## config.mk

```make
export PLATFORM = sky130hd
export DESIGN_NAME = debounced_led_pattern_sequencer
export DESIGN_NICKNAME = d
export VERILOG_FILES = /design/src/hdl/dlps_pkg.sv /design/src/hdl/dlps_div.sv /design/src/hdl/debounced_led_pattern_sequencer.sv
export SDC_FILE = /design/constraint.sdc
export NUM_CORES = 1
export LEC_CHECK = 0
export ABC_AREA = 0
export BUFFER_PORTS_ARGS = -buffer_cell sky130_fd_sc_hd__buf_4
export CAP_MARGIN = 20
export CORE_ASPECT_RATIO = 0.9
export CORE_MARGIN = 5
export CORE_UTILIZATION = 30
export DETAILED_ROUTE_END_ITERATION = 8
export PLACE_DENSITY = 0.42
export SLEW_MARGIN = 30
export SYNTH_ARGS = -nofsm -noshare
export SYNTH_HDL_FRONTEND = slang
export SYNTH_HIERARCHICAL = 1
export SYNTH_SLANG_ARGS = --single-unit
```

## constraint.sdc

```tcl
create_clock -name i_clk -period 20.1 [get_ports i_clk]
set_input_delay 2.01 -clock i_clk [delete_from_list [all_inputs] [get_ports i_clk]]
set_output_delay 2.01 -clock i_clk [all_outputs]
set_load 0.05 [all_outputs]
```

## src/hdl/dlps_pkg.sv

```systemverilog
// Shared types and constants for the debounced LED pattern sequencer.
package dlps_pkg;

    // Default sizes handed to the top level, and the button count
    localparam int LED_COUNT_DEF      = 8;
    localparam int DEBOUNCE_DEPTH_DEF = 8;
    localparam int BUTTON_COUNT       = 4;

    // Remainder unit sizes: 24-bit dividend, 11-bit remainder
    localparam int DIV_W     = 24;
    localparam int DIVISOR_W = 11;

    // Reciprocal of the hold span: ceil(2^35 / 1401), exact for dividends below 2^24
    localparam int               RECIP_W     = 25;
    localparam int               RECIP_SHIFT = 35;
    localparam logic [RECIP_W-1:0] HOLD_RECIP = 25'd24525153;

    // Mode codes
    localparam logic [1:0] MODE_OFF     = 2'd0;
    localparam logic [1:0] MODE_BOUNCE  = 2'd1;
    localparam logic [1:0] MODE_INVERSE = 2'd2;
    localparam logic [1:0] MODE_SPARKLE = 2'd3;

    // Random seed and timing constants in ms
    localparam logic [31:0]          RAND_SEED       = 32'hA5A5_A5A5;
    localparam logic [DIVISOR_W-1:0] HOLD_BASE       = 11'd100;
    localparam logic [DIVISOR_W-1:0] HOLD_SPAN       = 11'd1401;
    localparam logic [DIVISOR_W-1:0] PERIOD_SHORT_MS = 11'd500;

    typedef struct packed {
        logic       action;
        logic [3:0] button_levels;
    } t_in_item;

    typedef struct packed {
        logic [7:0] led_pattern;
        logic       led_drive;
        logic [1:0] mode;
        logic       short_period;
    } t_out_item;

    // Remainder unit status and result
    typedef struct packed {
        logic                 done;
        logic [DIVISOR_W-1:0] remainder;
    } t_div_res;

endpackage

```

## src/hdl/dlps_div.sv

```systemverilog
// Remainder by the hold span through one shared multiplier, three steps per request.
module dlps_div (
    input  logic                       i_clk,
    input  logic                       i_rst_n,
    input  logic                       i_start,
    input  logic [dlps_pkg::DIV_W-1:0] i_dividend,
    output dlps_pkg::t_div_res         o_res
);
    import dlps_pkg::*;

    localparam int PROD_W = 2 * RECIP_W;
    localparam int QUO_W  = DIV_W + RECIP_W - RECIP_SHIFT;

    typedef enum logic [1:0] {S_IDLE, S_RECIP, S_BACK, S_SUB} t_state;

    t_state               r_state;
    logic                 r_done;
    logic [DIV_W-1:0]     r_x;
    logic [PROD_W-1:0]    r_prod;
    logic [DIVISOR_W-1:0] r_rem;

    logic [RECIP_W-1:0] mul_a;
    logic [RECIP_W-1:0] mul_b;
    logic [PROD_W-1:0]  mul_p;
    logic [DIV_W-1:0]   diff;

    // Shared multiplier: reciprocal estimate first, then quotient times span
    assign mul_a = (r_state == S_RECIP) ? RECIP_W'(r_x)
                                        : RECIP_W'(r_prod[RECIP_SHIFT +: QUO_W]);
    assign mul_b = (r_state == S_RECIP) ? HOLD_RECIP : RECIP_W'(HOLD_SPAN);
    assign mul_p = mul_a * mul_b;

    // Quotient times span never exceeds the dividend
    assign diff = r_x - r_prod[DIV_W-1:0];

    always_ff @(posedge i_clk) begin
        if (!i_rst_n) begin
            r_state <= S_IDLE;
            r_done  <= 1'b0;
        end else begin
            r_done <= 1'b0;
            case (r_state)
                S_IDLE: begin
                    if (i_start) begin
                        r_x     <= i_dividend;
                        r_state <= S_RECIP;
                    end
                end
                S_RECIP: begin
                    r_prod  <= mul_p;
                    r_state <= S_BACK;
                end
                S_BACK: begin
                    r_prod  <= mul_p;
                    r_state <= S_SUB;
                end
                S_SUB: begin
                    r_rem   <= diff[DIVISOR_W-1:0];
                    r_done  <= 1'b1;
                    r_state <= S_IDLE;
                end
                default: begin
                    r_state <= S_IDLE;
                end
            endcase
        end
    end

    assign o_res.done      = r_done;
    assign o_res.remainder = r_rem;

endmodule

```

## src/hdl/debounced_led_pattern_sequencer.sv

```systemverilog
// Top level: button debounce, LED mode sequencer and shared remainder unit.
// A request passes to S_DONE, which loads the output register; a sparkle frame that draws a
// new pattern first waits in S_MOD for the 3-step remainder unit and the frame-count step.
// Requests are taken only in idle, so one is finished before the next; a new request is
// taken while the last result waits, and a stalled output holds the next result back.
// Reset (synchronous, active low) restores debounce history, mode and random seed.
module debounced_led_pattern_sequencer #(
    parameter int LED_COUNT      = dlps_pkg::LED_COUNT_DEF,
    parameter int DEBOUNCE_DEPTH = dlps_pkg::DEBOUNCE_DEPTH_DEF
) (
    input  logic                i_clk,
    input  logic                i_rst_n,
    input  logic                i_in_valid,
    output logic                o_in_ready,
    input  dlps_pkg::t_in_item  i_in,
    output logic                o_out_valid,
    input  logic                i_out_ready,
    output dlps_pkg::t_out_item o_out
);
    import dlps_pkg::*;

    localparam int POS_W = (LED_COUNT > 2) ? $clog2(LED_COUNT) : 1;
    localparam logic [POS_W-1:0] POS_LAST = POS_W'(LED_COUNT - 1);
    localparam logic [POS_W-1:0] POS_TURN = POS_W'(LED_COUNT - 2);

    // Hold time thresholds for two and three short periods
    localparam logic [DIVISOR_W-1:0] SHORT_X2 = DIVISOR_W'(2 * PERIOD_SHORT_MS);
    localparam logic [DIVISOR_W-1:0] SHORT_X3 = DIVISOR_W'(3 * PERIOD_SHORT_MS);

    // Sparkle phase codes; the spare code acts as decay
    localparam logic [1:0] PH_DRAW  = 2'd0;
    localparam logic [1:0] PH_HOLD  = 2'd1;
    localparam logic [1:0] PH_DECAY = 2'd2;

    // Button roles
    localparam int BTN_PERIOD  = 0;
    localparam int BTN_BOUNCE  = 1;
    localparam int BTN_INVERSE = 2;
    localparam int BTN_SPARKLE = 3;

    typedef enum logic [1:0] {S_IDLE, S_MOD, S_DONE} t_state;

    t_state r_state, n_state;

    logic [DEBOUNCE_DEPTH-1:0] r_hist [BUTTON_COUNT];
    logic [DEBOUNCE_DEPTH-1:0] n_hist [BUTTON_COUNT];
    logic [BUTTON_COUNT-1:0]   r_stable, n_stable;
    logic [1:0]                r_mode, n_mode;
    logic [POS_W-1:0]          r_pos, n_pos;
    logic                      r_up, n_up;
    logic                      r_short, n_short;
    logic [31:0]               r_rand, n_rand;
    logic [LED_COUNT-1:0]      r_spat, n_spat;
    logic [1:0]                r_phase, n_phase;
    logic [7:0]                r_hold, n_hold;
    logic [7:0]                r_decay, n_decay;
    logic                      r_blank, n_blank;
    logic [LED_COUNT-1:0]      r_res_pat, n_res_pat;
    logic                      r_res_drive, n_res_drive;
    logic                      r_out_valid, n_out_valid;
    t_out_item                 r_out, n_out;

    logic             div_start;
    logic [DIV_W-1:0] div_a;
    t_div_res         div_res;

    logic in_acc;

    assign in_acc = i_in_valid && (r_state == S_IDLE);

    function automatic logic [31:0] xorshift(input logic [31:0] x);
        logic [31:0] y;
        y = x ^ (x << 13);
        y = y ^ (y >> 17);
        y = y ^ (y << 5);
        return y;
    endfunction

    dlps_div u_div (
        .i_clk      (i_clk),
        .i_rst_n    (i_rst_n),
        .i_start    (div_start),
        .i_dividend (div_a),
        .o_res      (div_res)
    );

    // Sequencer next state
    always_comb begin
        logic [DEBOUNCE_DEPTH-1:0] h;
        logic                      nxt;
        logic [BUTTON_COUNT-1:0]   fall;
        logic [POS_W-1:0]          pos;
        logic [LED_COUNT-1:0]      bpat;
        logic [LED_COUNT-1:0]      dpat;
        logic [31:0]               rnd;
        logic [DIVISOR_W-1:0]      ms;
        logic [7:0]                frames;

        n_state     = r_state;
        n_hist      = r_hist;
        n_stable    = r_stable;
        n_mode      = r_mode;
        n_pos       = r_pos;
        n_up        = r_up;
        n_short     = r_short;
        n_rand      = r_rand;
        n_spat      = r_spat;
        n_phase     = r_phase;
        n_hold      = r_hold;
        n_decay     = r_decay;
        n_blank     = r_blank;
        n_res_pat   = r_res_pat;
        n_res_drive = r_res_drive;
        n_out_valid = r_out_valid;
        n_out       = r_out;
        div_start   = 1'b0;
        div_a       = '0;
        h           = '0;
        nxt         = 1'b0;
        fall        = '0;
        pos         = '0;
        bpat        = '0;
        dpat        = '0;
        rnd         = xorshift(r_rand);
        ms          = '0;
        frames      = '0;

        // Result taken downstream
        if (r_out_valid && i_out_ready) begin
            n_out_valid = 1'b0;
        end

        case (r_state)
            S_IDLE: begin
                if (in_acc) begin
                    n_state     = S_DONE;
                    n_res_pat   = '0;
                    n_res_drive = 1'b1;
                    if (!i_in.action) begin
                        // Debounce each button; stable level moves only on full agreement
                        for (int b = 0; b < BUTTON_COUNT; b++) begin
                            h         = {r_hist[b][DEBOUNCE_DEPTH-2:0], i_in.button_levels[b]};
                            n_hist[b] = h;
                            nxt       = (h == '0) ? 1'b0 : ((h == '1) ? 1'b1 : r_stable[b]);
                            fall[b]   = r_stable[b] && !nxt;
                            n_stable[b] = nxt;
                        end
                        // Press commands in button order
                        if (fall[BTN_PERIOD]) begin
                            n_short = !r_short;
                        end
                        if (fall[BTN_BOUNCE]) begin
                            n_mode = MODE_BOUNCE;
                            n_pos  = '0;
                            n_up   = 1'b1;
                        end
                        if (fall[BTN_INVERSE]) begin
                            n_mode = MODE_INVERSE;
                            n_pos  = '0;
                            n_up   = 1'b1;
                        end
                        if (fall[BTN_SPARKLE]) begin
                            n_mode  = MODE_SPARKLE;
                            n_phase = PH_DRAW;
                            n_spat  = '0;
                            n_blank = 1'b1;
                        end
                        n_res_drive = fall[BTN_SPARKLE];
                    end else begin
                        case (r_mode)
                            MODE_OFF: begin
                                n_res_pat = '0;
                            end
                            MODE_BOUNCE, MODE_INVERSE: begin
                                pos  = (r_pos > POS_LAST) ? POS_LAST : r_pos;
                                bpat = LED_COUNT'(1) << pos;
                                if (r_up) begin
                                    if (pos >= POS_LAST) begin
                                        n_up  = 1'b0;
                                        n_pos = POS_TURN;
                                    end else begin
                                        n_pos = pos + 1'b1;
                                    end
                                end else begin
                                    if (pos == '0) begin
                                        n_up  = 1'b1;
                                        n_pos = POS_W'(1);
                                    end else begin
                                        n_pos = pos - 1'b1;
                                    end
                                end
                                n_res_pat = (r_mode == MODE_INVERSE) ? ~bpat : bpat;
                            end
                            default: begin
                                if (r_blank) begin
                                    // First sparkle frame stays dark
                                    n_blank   = 1'b0;
                                    n_res_pat = '0;
                                end else begin
                                    case (r_phase)
                                        PH_DRAW: begin
                                            n_rand    = rnd;
                                            n_spat    = rnd[LED_COUNT-1:0];
                                            n_decay   = '0;
                                            n_phase   = PH_HOLD;
                                            n_res_pat = rnd[LED_COUNT-1:0];
                                            div_start = 1'b1;
                                            div_a     = rnd[31:8];
                                            n_state   = S_MOD;
                                        end
                                        PH_HOLD: begin
                                            if (r_hold != '0) begin
                                                n_hold = r_hold - 1'b1;
                                            end else begin
                                                n_phase = PH_DECAY;
                                            end
                                            n_res_pat = r_spat;
                                        end
                                        default: begin
                                            dpat = r_spat;
                                            if (r_decay != '0) begin
                                                n_decay = r_decay - 1'b1;
                                            end else if (r_spat != '0) begin
                                                // Clear lowest lit LED and set a decay delay
                                                // of one frame before the next LED is cleared
                                                dpat    = r_spat & (r_spat - 1'b1);
                                                n_rand  = rnd;
                                                n_decay = 8'd1;
                                            end
                                            if (dpat == '0) begin
                                                n_phase = PH_DRAW;
                                            end
                                            n_spat    = dpat;
                                            n_res_pat = dpat;
                                        end
                                    endcase
                                end
                            end
                        endcase
                    end
                end
            end
            S_MOD: begin
                // Remainder ready: hold time in ms to frames at the current period
                if (div_res.done) begin
                    ms = HOLD_BASE + div_res.remainder;
                    if (r_short) begin
                        frames = (ms >= SHORT_X3) ? 8'd3 : ((ms >= SHORT_X2) ? 8'd2 : 8'd1);
                    end else begin
                        // 100 to 1500 ms always counts as one frame at the long period
                        frames = 8'd1;
                    end
                    n_hold  = frames;
                    n_state = S_DONE;
                end
            end
            S_DONE: begin
                // Load output register once it is free
                if (!r_out_valid || i_out_ready) begin
                    n_out_valid        = 1'b1;
                    n_out.led_pattern  = 8'(32'(r_res_pat));
                    n_out.led_drive    = r_res_drive;
                    n_out.mode         = r_mode;
                    n_out.short_period = r_short;
                    n_state            = S_IDLE;
                end
            end
            default: begin
                n_state = S_IDLE;
            end
        endcase
    end

    // State and registered outputs
    always_ff @(posedge i_clk) begin
        if (!i_rst_n) begin
            r_state     <= S_IDLE;
            for (int b = 0; b < BUTTON_COUNT; b++) begin
                r_hist[b] <= '1;
            end
            r_stable    <= '1;
            r_mode      <= MODE_OFF;
            r_pos       <= '0;
            r_up        <= 1'b1;
            r_short     <= 1'b0;
            r_rand      <= RAND_SEED;
            r_spat      <= '0;
            r_phase     <= PH_DRAW;
            r_hold      <= '0;
            r_decay     <= '0;
            r_blank     <= 1'b0;
            r_out_valid <= 1'b0;
        end else begin
            r_state     <= n_state;
            r_hist      <= n_hist;
            r_stable    <= n_stable;
            r_mode      <= n_mode;
            r_pos       <= n_pos;
            r_up        <= n_up;
            r_short     <= n_short;
            r_rand      <= n_rand;
            r_spat      <= n_spat;
            r_phase     <= n_phase;
            r_hold      <= n_hold;
            r_decay     <= n_decay;
            r_blank     <= n_blank;
            r_out_valid <= n_out_valid;
        end
        r_res_pat   <= n_res_pat;
        r_res_drive <= n_res_drive;
        r_out       <= n_out;
    end

    assign o_in_ready  = (r_state == S_IDLE);
    assign o_out_valid = r_out_valid;
    assign o_out       = r_out;

endmodule

```

Yosys cells after proc, flatten, opt, wreduce, memory -nomap -nowiden

Cells that the tools add are included.

$add $sub $neg: 7
Divide/modulo/power cells: 0
Reduce and logical (&&, ||, !) cells: 53
Magnitude comparators: 4
Shifts and indexed selects: 1
Muxes and demuxes: 91
Bitwise logic cells: 12
$mul: 1
Eq/ne operators: 27

Operators by type and width:

| operator                                                                               | number |
|---|---|
| 8-bit two-way mux                                                                      | 23 |
| 32-bit two-way mux                                                                     | 2 |
| 32-bit one-hot mux with 2 select lines                                                 | 1 |
| 8-bit one-hot mux with 2 select lines                                                  | 4 |
| 32-bit bitwise XOR                                                                     | 2 |
| 24-bit by 25-bit multiplier with 49-bit output                                         | 1 |
| 8-bit zero test                                                                        | 5 |
| 2-bit two-way mux                                                                      | 20 |
| 8-bit == test (second input constant)                                                  | 4 |
| 32-bit by 15-bit bitwise XOR with 32-bit output                                        | 1 |
| 1-bit two-way mux                                                                      | 28 |
| 25-bit two-way mux                                                                     | 1 |
| 24-bit two-way mux                                                                     | 1 |
| 3-bit two-way mux                                                                      | 8 |
| 8-bit nonzero test                                                                     | 3 |
| 8-bit by 1-bit subtractor with 8-bit output (second input constant)                    | 3 |
| 4-bit AND reduction                                                                    | 4 |
| 8-bit AND reduction                                                                    | 2 |
| 2-bit by 1-bit != test with 1-bit output (second input constant)                       | 7 |
| 7-bit AND reduction                                                                    | 2 |
| 2-bit != test (second input constant)                                                  | 6 |
| 7-bit by 11-bit adder with 11-bit output (first input constant)                        | 1 |
| 11-bit by 10-bit greater-or-equal comparator with 1-bit output (second input constant) | 1 |
| 11-bit greater-or-equal comparator (second input constant)                             | 1 |
| other kinds (29)                                                                       | 65 |

Bits of input ports: 9
Bits in writable memories: 0
Output and inout port bits: 14
Word-level logic and storage cells: 224
Flip-flop bits (word level): 209
Bits in read-only memories: 0
Memories: 0
Latch bits: 0

Longest topological paths before layout

Depth after elaboration: 16
Mapped depth: 31

Modules after synthesis

The synthesis kept the hierarchy.

By module, submodules not included:

| module                          | area each (um2) | cells an instance | sequential area each (um2) | instances |
|---|---|---|---|---|
| dlps_div                        | 14,755.4        | 1,483             | 1,861.8                    | 1 |
| debounced_led_pattern_sequencer | 6,653.9         | 779               | 2,652.5                    | 1 |

Worst setup path before layout

OpenSTA, ideal clock, no wires.

Path kind: register to register
From: register u_div.r_state[1]
To: register u_div.r_prod[36], data pin
Data arrival time: 6.828 ns
Setup time: 0.260 ns
Data required time: 19.840 ns
Setup slack: 13.012 ns
Clock period less this slack: 7.088 ns
Stages on the path, launching flop included: 28
Path buffers: 3
Path through: dfxtp_1 > inv_1 > ha_1 > buf_2 > clkbuf_1 > clkbuf_1 > a21o_1 > and2_1 > fa_1 > inv_1 > fa_1 > fa_1 > inv_1 > fa_1 > fa_1 > fa_1 > inv_1 > fa_1 > inv_1 > ha_1 > and3_4 > nand3_1 > nor2_1 > a31oi_1 > o211ai_1 > or2_1 > a311o_1 > xor2_1

Longest elaborated chain between the ends: 3
Elaborated cells on any way between the ends: 4
Those cells by class: 1 x mul; 1 x eq/ne; 2 x mux

RTL lines:

| element                                                  | RTL line                       | text |
|---|---|---|
| from (decl)                                              | dlps_div.sv:16                 | `t_state r_state;` |
| from (signal assigned)                                   | dlps_div.sv:38                 | `r_state <= S_IDLE;` |
| from (signal assigned)                                   | dlps_div.sv:46                 | `r_state <= S_RECIP;` |
| from (signal assigned)                                   | dlps_div.sv:51                 | `r_state <= S_BACK;` |
| 2-bit by 1-bit == test with 1-bit output (*)             | dlps_div.sv:28, dlps_div.sv:30 |  |
| 24-bit two-way mux or 25-bit two-way mux (tied branches) | dlps_div.sv:28, dlps_div.sv:30 |  |
| 24-bit by 25-bit multiplier with 49-bit output (*)       | dlps_div.sv:31                 | `assign mul_p = mul_a * mul_b;` |
| named net u_div.mul_p[36]                                | dlps_div.sv:24                 | `logic [PROD_W-1:0] mul_p;` |
| to (signal assigned)                                     | dlps_div.sv:50                 | `r_prod <= mul_p;` |
| to (signal assigned)                                     | dlps_div.sv:54                 | `r_prod <= mul_p;` |
| to (decl)                                                | dlps_div.sv:19                 | `logic [PROD_W-1:0] r_prod;` |

Mark *: on every way through the listed nets, which the timed path passes. The rest lies on a longest branch.
A chain may end at the register's enable or synchronous reset.

Worst setup path in the final report

From: register u_div.r_state[1]
To: register u_div.r_prod[42], data pin

Same word-level chain as after synthesis.

==> results_dict.tcl <==
set metrics [dict create \
    path_clk_slew_ns 0.08 \
    dpl.hpwl_um 46400 \
    post_cts_resized 0 \
    tightest_slew_ns 0.941 \
    crit_path_top_delay_cell "o211ai_1" \
    portBuffers 22 \
    crit_fanout 37 \
    peakVddDrop_v 0.0000529 \
    drive_gt1_share_pct 4.53 \
    synth_seq_cells 185 \
    p_leak_nw 11.9 \
    min_period_ns 8.40 \
    hold_ws_ns 0.424 \
    rsz0062_at_grt "false" \
    max_freq_mhz 119 \
    p_per_area_nw_per_um2 34.2 \
    max_slew_margin_pct 36.8 \
    via_per_inst 4.52 \
    setup_viol 0 \
    netlist_area_um2 21400 \
    core_area_um2 71200 \
    min_from "r_res_pat[7]" \
    async_flop_share_pct 0 \
    antenna_found_initial 0 \
    layout.nets 2837 \
    final_max_slew_viol_count 0 \
    grt_use_total_pct 14.4 \
    fillers 7462 \
    synth.yosys.warnings 6 \
    layout_commonest_cell "inv_1" \
    drv_cap 0 \
    place_congestion 0.865 \
    path_common_cell "fa_1" \
    synthCells 2262 \
    start_kind "flop" \
    min_to "o_out[11]" \
    synth-edff-count 81 \
    routedWlPerCell_um 17.0 \
    avgSynthCellArea_um2 9.46 \
    root_buffer "clkbuf_16" \
    critPathKind "flop to flop" \
    drc 0 \
    grt_max_degree 78 \
    synth.yosys.seq_area_share_pct 21.1 \
    hold_class "flop to flop" \
    die-area_um2 76800 \
    grt-ovfl-total 0 \
    rows 93 \
    hold_violations 0 \
    area_delta_synth_final_pct 8.53 \
    postCtsSetupRepairBufs 0 \
    yosys.area.top_type "fa_1" \
    worst_ep_required_time_ns 20.37 \
    synth-main-ff-cell "dfxtp_1" \
    vias 14600 \
    critPathTopFamily "adder cells" \
    yosys.area.top_type_share_pct 25.1 \
    cts_htree_levels 4 \
    grt_pass1_wl_um 87900 \
    drt_iter0_drc 778 \
    die_h_um 263 \
    crit_path_max_incr_delay_ns 0.66 \
    diodes 0 \
    layout_common_cells "489 x inv_1, 301 x ha_1, 268 x fa_1" \
    cts_tree "done" \
    floorplan.initialDensity_pct 30.1 \
    ios 23 \
    hold_depth 0 \
    cp_data_arrival_time_ns 8.67 \
    finalPower_w 0.000794 \
    reg2reg_depth 27 \
    synth_area_leaders "fa_1 25%, ha_1 18%, edfxtp_1 11%, dfxtp_1 9.7%, inv_1 8.6%" \
    fin_worst_skew_ns 0.0164 \
    path_buf_inv 8 \
    ys_types 85 \
    grt_pass1_vias 15000 \
    cts_hold_buf 0 \
    wirelength_um 54900 \
    die_w_um 292 \
    clock_sinks 185 \
    worstReg2RegEnd "u_div/r_prod[42]" \
    worstReg2RegStart "u_div/r_state[1]" \
    antenna_left 0 \
    status "complete, no violations" \
    reg2reg_slack_ns 11.70 \
    fin_tns_setup_ns 0 \
    cts_max_path_buffers 2 \
    cts_buffers 17 \
    cp-end-kind "flop" \
    worstSkewPairLatency_ns 0.45 \
    fin_crit_sh_pct 41.8 \
    dr.pass1.iters 6 \
]
-- how the worst max path moves through the flow --
stage,startpoint,to,slack (ns),depth (start not counted)
4_1_cts,u_div/r_state[1],u_div/r_prod[42],11.68,27
2_1_floorplan,u_div/r_state[1],u_div/r_prod[36],13.01,27
6_report,u_div/r_state[1],u_div/r_prod[42],11.70,27
5_1_grt,u_div/r_state[1],u_div/r_prod[45],11.17,28
3_3_place_gp,u_div/r_state[1],u_div/r_prod[45],11.95,27
3_5_place_dp,u_div/r_state[1],u_div/r_prod[45],11.70,27
-- registers in the layout (all words and copies together) (netlist names) --
name,count
r_short,1
o_out,12
r_rand,32
r_phase,2
r_blank,1
r_decay,8
r_res_drive,1
r_hold,8
u_div/r_rem,11
u_div/r_x,24
r_up,1
u_div/r_done,1
r_mode,2
r_res_pat,8
r_pos,3
r_stable,4
o_out_valid,1
r_state,2
r_hist,28
u_div/r_prod,25
r_spat,8
u_div/r_state,2
-- worst register-to-register path: stages (launching register included) --
cell and delay (ns):
dfxtp_1 0.35, inv_1 0.11, ha_1 0.15, buf_4 0.37, clkinv_1 0.44, nand2_1 0.29
nand2_1 0.23, nand2_1 0.20, inv_1 0.16, fa_1 0.48, fa_1 0.51, inv_1 0.05
fa_1 0.48, inv_1 0.06, fa_1 0.48, fa_1 0.51, fa_1 0.49, inv_1 0.05
fa_1 0.47, inv_1 0.04, ha_1 0.32, nand2_1 0.09, o21ai_0 0.34, a31oi_1 0.14
o211ai_1 0.66, o21bai_1 0.31, and4_1 0.27, nor3_1 0.21
-- per-stage QoR --
step	utilization (%)	cells	setup slack (ns)	area [um2]
after floorplan	-	2274	13.01	21500
final	32.6	3222	11.70	23200
after global placement	31.8	3190	11.95	22600
after detailed placement	31.8	3190	11.70	22600
after global routing	32.6	3222	11.17	23200
after CTS	32.6	3222	11.68	23200
-- cells in the mapped netlist (all sizes together), types with 3 or more instances --
| cell | count |
|---|---|
| a211o | 3 |
| a211oi | 8 |
| a21boi | 5 |
| a21o | 14 |
| a21oi | 72 |
| a311oi | 3 |
| a31oi | 12 |
| and2 | 22 |
| and3 | 12 |
| buf | 13 |
| clkbuf | 51 |
| dfxtp | 104 |
| edfxtp | 81 |
| fa | 268 |
| ha | 301 |
| inv | 492 |
| mux2 | 5 |
| mux2i | 4 |
| nand2 | 190 |
| nand2b | 10 |
| nand3 | 85 |
| nand4 | 16 |
| nor2 | 119 |
| nor2b | 17 |
| nor3 | 18 |
| nor3b | 5 |
| nor4 | 17 |
| o2111ai | 4 |
| o211ai | 6 |
| o21a | 4 |
| o21ai | 55 |
| o21bai | 6 |
| o221ai | 4 |
| o22ai | 10 |
| o311a | 3 |
| o311ai | 3 |
| o31ai | 5 |
| o32ai | 3 |
| or2 | 11 |
| or3 | 9 |
| or4 | 4 |
| xnor2 | 98 |
| xor2 | 62 |
-- routing by layer --
metal,wire [um],global-route usage (%),up-vias,part of all wire [%]
met5,0,0,-,0
met4,598,2.24,0,1.1
met3,1910,2.17,31,3.5
met2,22600,20.7,222,41
met1,29700,23.1,7113,54
li1,-,-,7210,-
-- final cells by class --
| cell class | instances | area (um2) | area share (%) |
|---|---|---|---|
| multi-input cells | 1532 | 14800 | 63.8 |
| flip-flops and latches | 185 | 4510 | 19.4 |
| inverters | 493 | 1850 | 7.96 |
| well taps | 950 | 1190 | 5.12 |
| clock buffers | 18 | 450 | 1.94 |
| repair buffers | 30 | 225 | 0.969 |
| clock inverters | 14 | 171 | 0.738 |
-- power breakdown --
part | internal [W] | switching, W
logic | 0.0000163 | 0.0000307
registers | 0.000395 | 0.00000453
clock network | 0.000176 | 0.000171
-- cells by family after synthesis --
| logic type | share of synthesized area [%] |
|---|---|
| adder cells (fa/ha/maj) | 42.7 |
| XOR/XNOR | 6.55 |
| multiplexers | 0.450 |
| other | 0.0351 |
| flip-flops | 21.1 |
| AO/OA/AOI/OAI | 7.21 |
| AND/OR/NAND/NOR | 12.2 |
| buffers and inverters | 9.86 |
Note: power is estimated with default switching activity, not from simulation.
